### config.mk
export PLATFORM = sky130hd
export DESIGN_NAME = k7_tape_block_framer_core
export DESIGN_NICKNAME = d
export VERILOG_FILES = /design/src/sv/tbf_pkg.sv /design/src/sv/k7_tape_block_framer_core.sv /design/src/sv/tbf_store.sv /design/src/sv/tbf_fmt.sv
export SDC_FILE = /design/constraint.sdc
export NUM_CORES = 2
export LEC_CHECK = 0
export ABC_AREA = 1
export BUFFER_PORTS_ARGS = -buffer_cell sky130_fd_sc_hd__buf_4
export CORE_MARGIN = 1
export CORE_UTILIZATION = 41
export DETAILED_ROUTE_END_ITERATION = 12
export GPL_TIMING_DRIVEN = 1
export PLACE_DENSITY = 0.59
export SLEW_MARGIN = 5
export SYNTH_ARGS = -nofsm -noshare
export SYNTH_HDL_FRONTEND = slang
export SYNTH_HIERARCHICAL = 1
export SYNTH_SLANG_ARGS = --single-unit
### constraint.sdc
create_clock -name aclk -period 13.5 [get_ports aclk]
set_input_delay 0.675 -clock aclk [delete_from_list [all_inputs] [get_ports aclk]]
set_output_delay 0.675 -clock aclk [all_outputs]
set_load 0.1 [all_outputs]
### src/sv/tbf_pkg.sv
// Shared types and constants for the cassette tape block framer.
// No dependencies; used by the core and the word formatter under sv/.
package tbf_pkg;

    localparam int MAX_PAYLOAD_DEF = 254;
    localparam int LEADER_LEN_DEF  = 16;
    localparam int CNT_W           = 8;

    localparam logic [7:0] LEADER_BYTE = 8'h01;
    localparam logic [7:0] SYNC_A      = 8'h3c;
    localparam logic [7:0] SYNC_B      = 8'h5a;

    typedef enum logic [1:0] {
        REQ_START = 2'd0,
        REQ_DATA  = 2'd1,
        REQ_END   = 2'd2,
        REQ_NONE  = 2'd3
    } req_e;

    typedef enum logic [1:0] {
        ST_IDLE,
        ST_READ,
        ST_FORM
    } state_t;

    typedef struct packed {
        logic [1:0] req_type;
        logic [7:0] block_type;
        logic [7:0] data_byte;
    } in_item_t;

    typedef struct packed {
        logic [63:0] frame_bytes;
        logic [3:0]  byte_count;
        logic        frame_end;
    } out_item_t;

    // Block header info handed to the word formatter.
    typedef struct packed {
        logic [7:0]       blk_type;
        logic [CNT_W-1:0] count;
        logic [7:0]       csum;
    } hdr_info_t;

endpackage

### src/sv/k7_tape_block_framer_core.sv
// Cassette tape block framer. Append requests store bytes into an internal
// row memory at their final frame position and keep a running 8-bit sum; a
// start request sets the block type and drops held bytes. When MAX_PAYLOAD
// bytes are held, or on an end request, the block (leader, sync bytes, type,
// length, payload, checksum) is sent as 8-byte transfers, earliest byte in the
// low bits. Sending a block takes ceil((LEADER_LEN + count + 5) / 8) output
// words, each a memory read and then a format and load of the output
// register, and waits on m_ready. Input is not taken while a block is being
// sent; the last output word may still be waiting when the next request is
// taken.
module k7_tape_block_framer_core #(
    parameter int MAX_PAYLOAD = tbf_pkg::MAX_PAYLOAD_DEF,
    parameter int LEADER_LEN  = tbf_pkg::LEADER_LEN_DEF
) (
    input  logic                aclk,
    input  logic                aresetn,
    input  logic                s_valid,
    output logic                s_ready,
    input  tbf_pkg::in_item_t   s_data,
    output logic                m_valid,
    input  logic                m_ready,
    output tbf_pkg::out_item_t  m_data
);

    localparam int HDR_LEN   = LEADER_LEN + 4;
    localparam int FRAME_MAX = LEADER_LEN + MAX_PAYLOAD + 5;
    localparam int WORDS     = (FRAME_MAX + 7) / 8;
    localparam int WORD_W    = (WORDS > 1) ? $clog2(WORDS) : 1;
    localparam int POS_W     = WORD_W + 3;
    localparam int ROWS      = (HDR_LEN + MAX_PAYLOAD + 7) / 8;
    localparam int ROW_W     = (ROWS > 1) ? $clog2(ROWS) : 1;
    localparam int CNT_W     = tbf_pkg::CNT_W;

    tbf_pkg::state_t    state_reg, state_next;
    logic [CNT_W-1:0]   cnt_reg, cnt_next;
    logic [7:0]         sum_reg, sum_next;
    logic [7:0]         type_reg, type_next;
    logic [WORD_W-1:0]  word_reg, word_next;
    logic               m_valid_reg, m_valid_next;
    tbf_pkg::out_item_t m_data_reg, m_data_next;

    logic               s_fire;
    logic               wr_en;
    logic [POS_W-1:0]   wr_pos;
    logic [ROW_W-1:0]   rd_row;
    logic [63:0]        rd_data;
    tbf_pkg::hdr_info_t hdr;
    tbf_pkg::out_item_t fmt_item;

    assign s_ready = (state_reg == tbf_pkg::ST_IDLE);
    assign s_fire  = s_valid && s_ready;
    assign wr_en   = s_fire && (tbf_pkg::req_e'(s_data.req_type) == tbf_pkg::REQ_DATA);
    assign wr_pos  = POS_W'(HDR_LEN) + POS_W'(cnt_reg);
    assign rd_row  = (32'(word_reg) < ROWS) ? word_reg[ROW_W-1:0] : '0;

    assign hdr.blk_type = type_reg;
    assign hdr.count    = cnt_reg;
    assign hdr.csum     = 8'(8'd0 - sum_reg);

    tbf_store #(
        .ROWS  (ROWS),
        .ROW_W (ROW_W)
    ) u_store (
        .aclk    (aclk),
        .wr_en   (wr_en),
        .wr_row  (wr_pos[ROW_W+2:3]),
        .wr_lane (wr_pos[2:0]),
        .wr_byte (s_data.data_byte),
        .rd_row  (rd_row),
        .rd_data (rd_data)
    );

    tbf_fmt #(
        .LEADER_LEN (LEADER_LEN),
        .POS_W      (POS_W)
    ) u_fmt (
        .word_idx (word_reg),
        .row_data (rd_data),
        .hdr      (hdr),
        .item     (fmt_item)
    );

    always_ff @(posedge aclk) begin
        if (!aresetn) begin
            state_reg <= tbf_pkg::ST_IDLE;
        end else begin
            state_reg <= state_next;
        end
    end

    always_ff @(posedge aclk) begin
        if (!aresetn) begin
            cnt_reg     <= '0;
            sum_reg     <= '0;
            type_reg    <= '0;
            word_reg    <= '0;
            m_valid_reg <= 1'b0;
        end else begin
            cnt_reg     <= cnt_next;
            sum_reg     <= sum_next;
            type_reg    <= type_next;
            word_reg    <= word_next;
            m_valid_reg <= m_valid_next;
        end
    end

    always_ff @(posedge aclk) begin
        m_data_reg <= m_data_next;
    end

    always_comb begin
        state_next   = state_reg;
        cnt_next     = cnt_reg;
        sum_next     = sum_reg;
        type_next    = type_reg;
        word_next    = word_reg;
        m_data_next  = m_data_reg;
        m_valid_next = m_valid_reg && !m_ready;

        unique case (state_reg)
            tbf_pkg::ST_IDLE: begin
                if (s_fire) begin
                    unique case (tbf_pkg::req_e'(s_data.req_type))
                        tbf_pkg::REQ_START: begin
                            type_next = s_data.block_type;
                            cnt_next  = '0;
                            sum_next  = '0;
                        end
                        tbf_pkg::REQ_DATA: begin
                            cnt_next = cnt_reg + 1'b1;
                            sum_next = sum_reg + s_data.data_byte;
                            if (cnt_next == CNT_W'(MAX_PAYLOAD)) begin
                                word_next  = '0;
                                state_next = tbf_pkg::ST_READ;
                            end
                        end
                        tbf_pkg::REQ_END: begin
                            word_next  = '0;
                            state_next = tbf_pkg::ST_READ;
                        end
                        default: begin
                        end
                    endcase
                end
            end
            tbf_pkg::ST_READ: begin
                // row for word_reg is registered in the store this cycle
                state_next = tbf_pkg::ST_FORM;
            end
            tbf_pkg::ST_FORM: begin
                if (!m_valid_reg || m_ready) begin
                    m_data_next  = fmt_item;
                    m_valid_next = 1'b1;
                    if (fmt_item.frame_end) begin
                        cnt_next   = '0;
                        sum_next   = '0;
                        state_next = tbf_pkg::ST_IDLE;
                    end else begin
                        word_next  = word_reg + 1'b1;
                        state_next = tbf_pkg::ST_READ;
                    end
                end
            end
            default: begin
                state_next = tbf_pkg::ST_IDLE;
            end
        endcase
    end

    assign m_valid = m_valid_reg;
    assign m_data  = m_data_reg;

    // A read always turns into a format cycle.
    a_read_then_form: assert property (@(posedge aclk) disable iff (!aresetn)
        state_reg == tbf_pkg::ST_READ |=> state_reg == tbf_pkg::ST_FORM)
        else $error("read cycle not followed by format cycle");

    // A full block is always sent, so an idle count stays below the limit.
    a_cnt_below_max: assert property (@(posedge aclk) disable iff (!aresetn)
        state_reg == tbf_pkg::ST_IDLE |-> cnt_reg < CNT_W'(MAX_PAYLOAD))
        else $error("payload count reached limit while idle");

    // Only the checksum word may be short.
    a_short_only_last: assert property (@(posedge aclk) disable iff (!aresetn)
        m_valid && !m_data.frame_end |-> m_data.byte_count == 4'd8)
        else $error("short transfer before end of block");

endmodule

### src/sv/tbf_store.sv
// Payload store: byte-writable rows of eight bytes, one registered row read a cycle.
// Depends on nothing beyond its parameters.
module tbf_store #(
    parameter int ROWS  = 35,
    parameter int ROW_W = 6
) (
    input  logic             aclk,
    input  logic             wr_en,
    input  logic [ROW_W-1:0] wr_row,
    input  logic [2:0]       wr_lane,
    input  logic [7:0]       wr_byte,
    input  logic [ROW_W-1:0] rd_row,
    output logic [63:0]      rd_data
);

    logic [63:0] mem [ROWS];
    logic [63:0] rd_data_reg;

    always_ff @(posedge aclk) begin
        if (wr_en) begin
            mem[wr_row][{wr_lane, 3'b000} +: 8] <= wr_byte;
        end
    end

    always_ff @(posedge aclk) begin
        rd_data_reg <= mem[rd_row];
    end

    assign rd_data = rd_data_reg;

endmodule

### src/sv/tbf_fmt.sv
// Builds one 8-byte output word of a tape block from a store row and header info.
// Uses tbf_pkg for constants and the header struct.
module tbf_fmt #(
    parameter int LEADER_LEN = 16,
    parameter int POS_W      = 9
) (
    input  logic [POS_W-4:0]     word_idx,
    input  logic [63:0]          row_data,
    input  tbf_pkg::hdr_info_t   hdr,
    output tbf_pkg::out_item_t   item
);

    localparam int HDR_LEN = LEADER_LEN + 4;

    logic [POS_W-1:0] chk_pos;
    logic [7:0]       len_byte;

    always_comb begin
        logic [POS_W-1:0] pos;
        chk_pos  = POS_W'(HDR_LEN) + POS_W'(hdr.count);
        len_byte = 8'(hdr.count + 8'd2);
        item.frame_bytes = '0;
        for (int j = 0; j < 8; j++) begin
            pos = {word_idx, 3'(j)};
            if (pos < POS_W'(LEADER_LEN)) begin
                item.frame_bytes[8*j +: 8] = tbf_pkg::LEADER_BYTE;
            end else if (pos == POS_W'(LEADER_LEN)) begin
                item.frame_bytes[8*j +: 8] = tbf_pkg::SYNC_A;
            end else if (pos == POS_W'(LEADER_LEN + 1)) begin
                item.frame_bytes[8*j +: 8] = tbf_pkg::SYNC_B;
            end else if (pos == POS_W'(LEADER_LEN + 2)) begin
                item.frame_bytes[8*j +: 8] = hdr.blk_type;
            end else if (pos == POS_W'(LEADER_LEN + 3)) begin
                item.frame_bytes[8*j +: 8] = len_byte;
            end else if (pos < chk_pos) begin
                item.frame_bytes[8*j +: 8] = row_data[8*j +: 8];
            end else if (pos == chk_pos) begin
                item.frame_bytes[8*j +: 8] = hdr.csum;
            end
        end
        item.frame_end  = (word_idx == chk_pos[POS_W-1:3]);
        item.byte_count = item.frame_end ? 4'({1'b0, chk_pos[2:0]} + 4'd1) : 4'd8;
    end

endmodule

[Yosys cells after proc, flatten, opt, wreduce, memory -nomap -nowiden]
Memory sizes are Yosys's and may differ from the RTL's. A register that Yosys moved wholly into a read port is not among the register bits.
Cells that the tools add are included.
Word-level totals
  memory bits (writable): 2240
  register bits after elaboration: 102
  bits of input ports: 22
  memories kept: 1
  output and inout port bits: 71
Operators by class
  equal/unequal tests: 22
  $lt $le $gt $ge: 17
  add/subtract/negate cells: 8
  muxes and demuxes: 45
  reductions and logical operators: 16
  shifts and indexed selects: 2
Memory list
  u_store.mem: words 35, bits a word 64, rd ports 1, clocked after Yosys merged registers in 1, write ports 1, RTL line tbf_store.sv:16  | logic [63:0] mem [ROWS];
Operators with widths (count)
  8-bit two-way mux: 22
  9-bit equality test: 8
  9-bit by 5-bit less-than comparator with 1-bit output, second input constant: 8
  9-bit less-than comparator: 8
  64-bit two-way mux: 1
  8-bit one-hot mux with 2 select lines: 4
  8-bit by 8-bit variable shift with 64-bit output, first input constant: 1
  8-bit by 8-bit variable part select with 64-bit output: 1
  6-bit two-way mux: 6
  6-bit one-hot mux with 2 select lines: 2
  5-bit by 8-bit adder with 9-bit output, first input constant: 1
  8-bit by 1-bit adder with 8-bit output, second input constant: 1
  8-bit by 2-bit adder with 8-bit output, second input constant: 1
  8-bit adder: 1
  8-bit equality test, second input constant: 1
  6-bit negator with 8-bit output: 1
  1-bit by 8-bit subtractor with 8-bit output, first input constant: 1
  7-bit two-way mux: 1
  6-bit by 1-bit adder with 6-bit output, second input constant: 1
  6-bit by 2-bit equality test with 1-bit output, second input constant: 1
  6-bit equality test: 1
  6-bit less-than comparator, second input constant: 1
  2-bit two-way mux: 3
  2-bit inequality test, second input constant: 3
  other kinds (20): 31

[Longest topological paths before layout]
  depth after elaboration: 6
  depth in mapped cells: 17
  gate-level depth less buffers: 16

[Modules after synthesis]
The synthesis kept the hierarchy.
Modules (own cells, without submodules)
  tbf_store: area each 92308.5 µm², cells each 7712, instances 1
  k7_tape_block_framer_core: area each 4204.0 µm², cells each 386, instances 1
  tbf_fmt: area each 2232.1 µm², cells each 435, instances 1

[Least setup slack after synthesis]
No wires, ideal clock.
  path type: reg2reg
  start: register cnt_reg[0]
  end: memory u_store.mem[0][36] (data pin)
  stages on the path, launching flop included: 11
  buffers on the path: 3
  setup slack: 8792 ps
  data arrival time: 4138 ps
  period minus slack after synthesis: 4708 ps
  cell sequence: dfxtp_1 buf_4 inv_2 buf_1 ha_1 ha_1 inv_2 nor2_1 nand2_1 clkbuf_1 nor4_1
Between the ends
  cells in the longest elaborated chain, start to end: 3
RTL lines
  from (decl): RTL line k7_tape_block_framer_core.sv:35  | logic [CNT_W-1:0] cnt_reg, cnt_next;
  from (signal assigned): RTL line k7_tape_block_framer_core.sv:99  | cnt_reg <= cnt_next;
  5-bit by 8-bit adder with 9-bit output: RTL line k7_tape_block_framer_core.sv:53  | assign wr_pos = POS_W'(HDR_LEN) + POS_W'(cnt_reg);
  6-bit negator with 8-bit output: RTL line tbf_store.sv:21  | mem[wr_row][{wr_lane, 3'b000} +: 8] <= wr_byte;
  8-bit by 8-bit variable part select with 64-bit output: RTL line tbf_store.sv:21
  to (decl): RTL line tbf_store.sv:16
No other way between the ends.

[Worst setup path after layout]
  start: register word_reg[0]
  end: register u_store.rd_data_reg[58] (netlist: u_store/rd_data[58]) (read register of u_store.mem)
Between the ends
  cells in the longest elaborated chain, start to end: 2
RTL lines
  from (decl): RTL line k7_tape_block_framer_core.sv:38  | logic [WORD_W-1:0] word_reg, word_next;
  from (signal assigned): RTL line k7_tape_block_framer_core.sv:102  | word_reg <= word_next;
  6-bit less-than comparator: RTL line k7_tape_block_framer_core.sv:54  | assign rd_row = (32'(word_reg) < ROWS) ? word_reg[ROW_W-1:0] : '0;
  6-bit two-way mux *: RTL line k7_tape_block_framer_core.sv:54
  via rd_row[0]: RTL line k7_tape_block_framer_core.sv:45  | logic [ROW_W-1:0] rd_row;
  to (decl): RTL line tbf_store.sv:17  | logic [63:0] rd_data_reg;
Mark *: on every way through the listed nets, which the timed path passes. The rest lies on a longest branch.
A chain may end at the register's enable or synchronous reset.

==> summary.txt <==
Run status
  • Outcome: finished clean

Timing
  • RSZ-0062 raised after global routing: false
  • F_max: 0.190 GHz
  • Period utilization: 39.1%
  • Max-slew violations: 0
  • Max-slew headroom: 9.15%
  • Final setup viols: 0
  • Worst-Margin Slew: 1350 ps
  • Setup TNS: 0 ps
  • Final-report hold violation count: 0
  • Final worst path period need: 5270 ps
  • Clk_skew: 27.0 ps
  • Fin worst setup slack: 8230 ps

Logic synthesis
  • Asr flop ratio synth: 0%
  • Mapped Nets: 8591
  • Flops & latches, synth: 2406
  • Mapped Cells: 8533
  • Register area share after synthesis: 72.2%
  • Synth Area in Adders: 0.464%
  • Commonest cells post-synth: nand2_1 (2609), edfxtp_1 (2309), nand3_1 (2053), nor2_1 (421), buf_2 (288)
  • Mapped Area: 0.0987 sq mm
  • Synth top area share: 70.2%
  • Synth Area in Compound Gates: 1.21%
  • Synth area leader: edfxtp_1
  • Synth unique cells: 47
  • Main combinational cell family by area after synthesis: simple AND/OR/NAND/NOR gates
  • Multiplexer share of the synthesized area: 0%
  • Synth area leaders: edfxtp_1 (70%), nand3_1 (10%), nand2_1 (9.9%)
  • Number of synthesized flops with an enable pin: 2309
  • Post-Synth XOR/XNOR Area: 0.169%
  • Avg Synthesized Cell Area: 11.6 sq um
  • Most frequent cell after synthesis: nand2_1
  • Main synth FF type: edfxtp_1
  • Yosys warns: 6
  • Synth Area in Simple Gates: 22.8%

Setup path
  • Startpoint types: flop
  • Largest fanout on the critical path: 188
  • WP data arrival: 6080 ps
  • Crit end category: flop
  • Critical path type: reg2reg
  • Req. time, crit path: 14310 ps
  • R2R cell count: 15

Floorplan
  • Site Rows: 179
  • Core area: 0.239 sq mm
  • Initial Util: 41.4%
  • Die height: 493 microns
  • IO Count: 93
  • Die Wd: 493 microns
  • Die area: 0.243 sq mm

CTS
  • CTS tree: yes
  • Bufs on Longest Clock Path: 3
  • Clock Sinks: 2406
  • Clk slew on worst S/H paths: 60 ps
  • Root Buffer: clkbuf_16
  • Setup Buffers After CTS: 0
  • H-Tree Depth: 4
  • Post-cts sizing count: 0
  • Post-CTS Hold Fix Bufs: 0
  • Later-pin clock latency in the skew report: 880 ps
  • Num CTS Buffers: 230

Detailed routing
  • First-pass DRT Iterations: 6
  • Total length of routed wires: 287000 microns
  • Starting DRC count in detailed routing: 8042
  • Via count: 66300
  • Antenna Violating Nets Remaining: 0
  • DR DRC count: 0
  • Metal-1 WL: 118000 microns
  • Met2 Wirelength: 132000 microns
  • Max layer used: met5
  • Avg WL per Cell: 24.3 microns
  • Via density: 5.61
  • Met3 Wirelength: 26700 microns

GRT
  • Initial antenna violation count: 23
  • Grt ovf: 0
  • Largest net degree at the start of global routing: 244
  • GRT Total Usage: 23.3%
  • Vias in the first global route: 62400
  • First-pass GRT wire length: 421000 microns

Worst hold path
  • Hold path depth: 3
  • HP Class: in2reg

Final layout
  • Finished Cell Area: 0.110 sq mm
  • Number of fill cells: 21400
  • Share of layout cells above drive strength 1: 8.16%
  • Nets: 8499
  • Core Util, Final: 46.0%
  • Largest register FFs: 2240
  • Area grow syn2layout: 11.3%

Placed design
  • Hpwl dp: 166000 microns
  • DP Area: 0.102 sq mm
  • GP Congestion: 0.917
  • Port buffer count: 92
  • Pre-CTS setup slack: 8470 ps

Power and ir drop
  • PD cells: 158 mW/mm^2
  • Peak VDD IR: 0.180 mV
  • Leak: 38.7 nW

Job
  • # Max-Cap Violations: 0
-- logic make-up (layout without fill, tap and decap cells) --
group,count (synthesis),after routing
compound gates,198,198
xor+xnor,19,19
fa+ha+maj,36,36
buf+inv,672,781
flops,2406,2406
other cells,0,14
simple gates,5202,5202
-- metrics by stage --
| step | power, mW | cells | hold slack [ps] |
|---|---|---|---|
| floorplan | 10.0 | 8533 | 441 |
| global placement | 10.9 | 11400 | 450 |
| detailed placement | 10.9 | 11400 | 461 |
| CTS | 17.4 | 11800 | 29.5 |
| global route | 17.9 | 11800 | 77.0 |
| finish | 17.4 | 11800 | 88.3 |
-- path summary, 6_finish.rpt --
check / end / slack [ps] / start
setup / recovery: u_store/rd_data[58]$_DFF_P_ / 8230 / word_reg[0]$_SDFFE_PN0P_
hold / removal: type_reg[1]$_SDFFE_PN0P_ / 90 / s_data[9]
setup reg to reg: u_store/rd_data[58]$_DFF_P_ / 8230 / word_reg[0]$_SDFFE_PN0P_
hold reg to reg: type_reg[0]$_SDFFE_PN0P_ / 460 / type_reg[0]$_SDFFE_PN0P_
-- per-layer routing --
metal / up-vias / global-route usage (%)
li1: 29900 / -
met1: 32700 / 32.1
met4: 8 / 8.74
met3: 522 / 4.64
met2: 3110 / 36.3
met5: - / 0
-- cell usage in the layout (no fill, tap or decap), types with 35 or more instances in the layout --
cell type,synthesis,layout
buf_4,54,203
nand3_1,2053,2051
nor2_2,6,46
o211ai_1,67,67
nand2_1,2609,2588
dfxtp_1,97,97
a21oi_1,58,58
clkinv_1,4,55
o21ai_0,55,55
inv_1,122,120
clkbuf_16,0,234
nand4_1,48,48
edfxtp_1,2309,2309
clkinv_2,0,50
nor2_1,421,358
ha_1,35,35
-- critical path, stage by stage, from the launching register on --
cell	delay, ps
dfxtp_1	360
ha_1	260
nor2_1	140
a31oi_1	260
nor2_4	360
buf_4	910
buf_12	670
buf_4	840
nand2_1	120
nand3_1	140
nand3_1	100
nand3_1	190
nand3_1	170
nand2_1	250
nand2_1	80
nand2_1	80
-- layout make-up --
type	instances	area (sq um)	area share, %
flip-flops and latches	2406	71300	64.8
inverters	138	557	0.507
clock inverters	148	1510	1.38
multi-input cells	5455	24700	22.5
well taps	3167	3960	3.60
diodes	14	35.0	0.0319
clock buffers	285	6220	5.66
repair buffers	210	1660	1.51
-- power by group --
part | switching [mW] | internal, mW
clock network | 2.78 | 3.81
logic | 1.75 | 0.585
registers | 0.199 | 8.25
(Power assumes the default switching activity.)
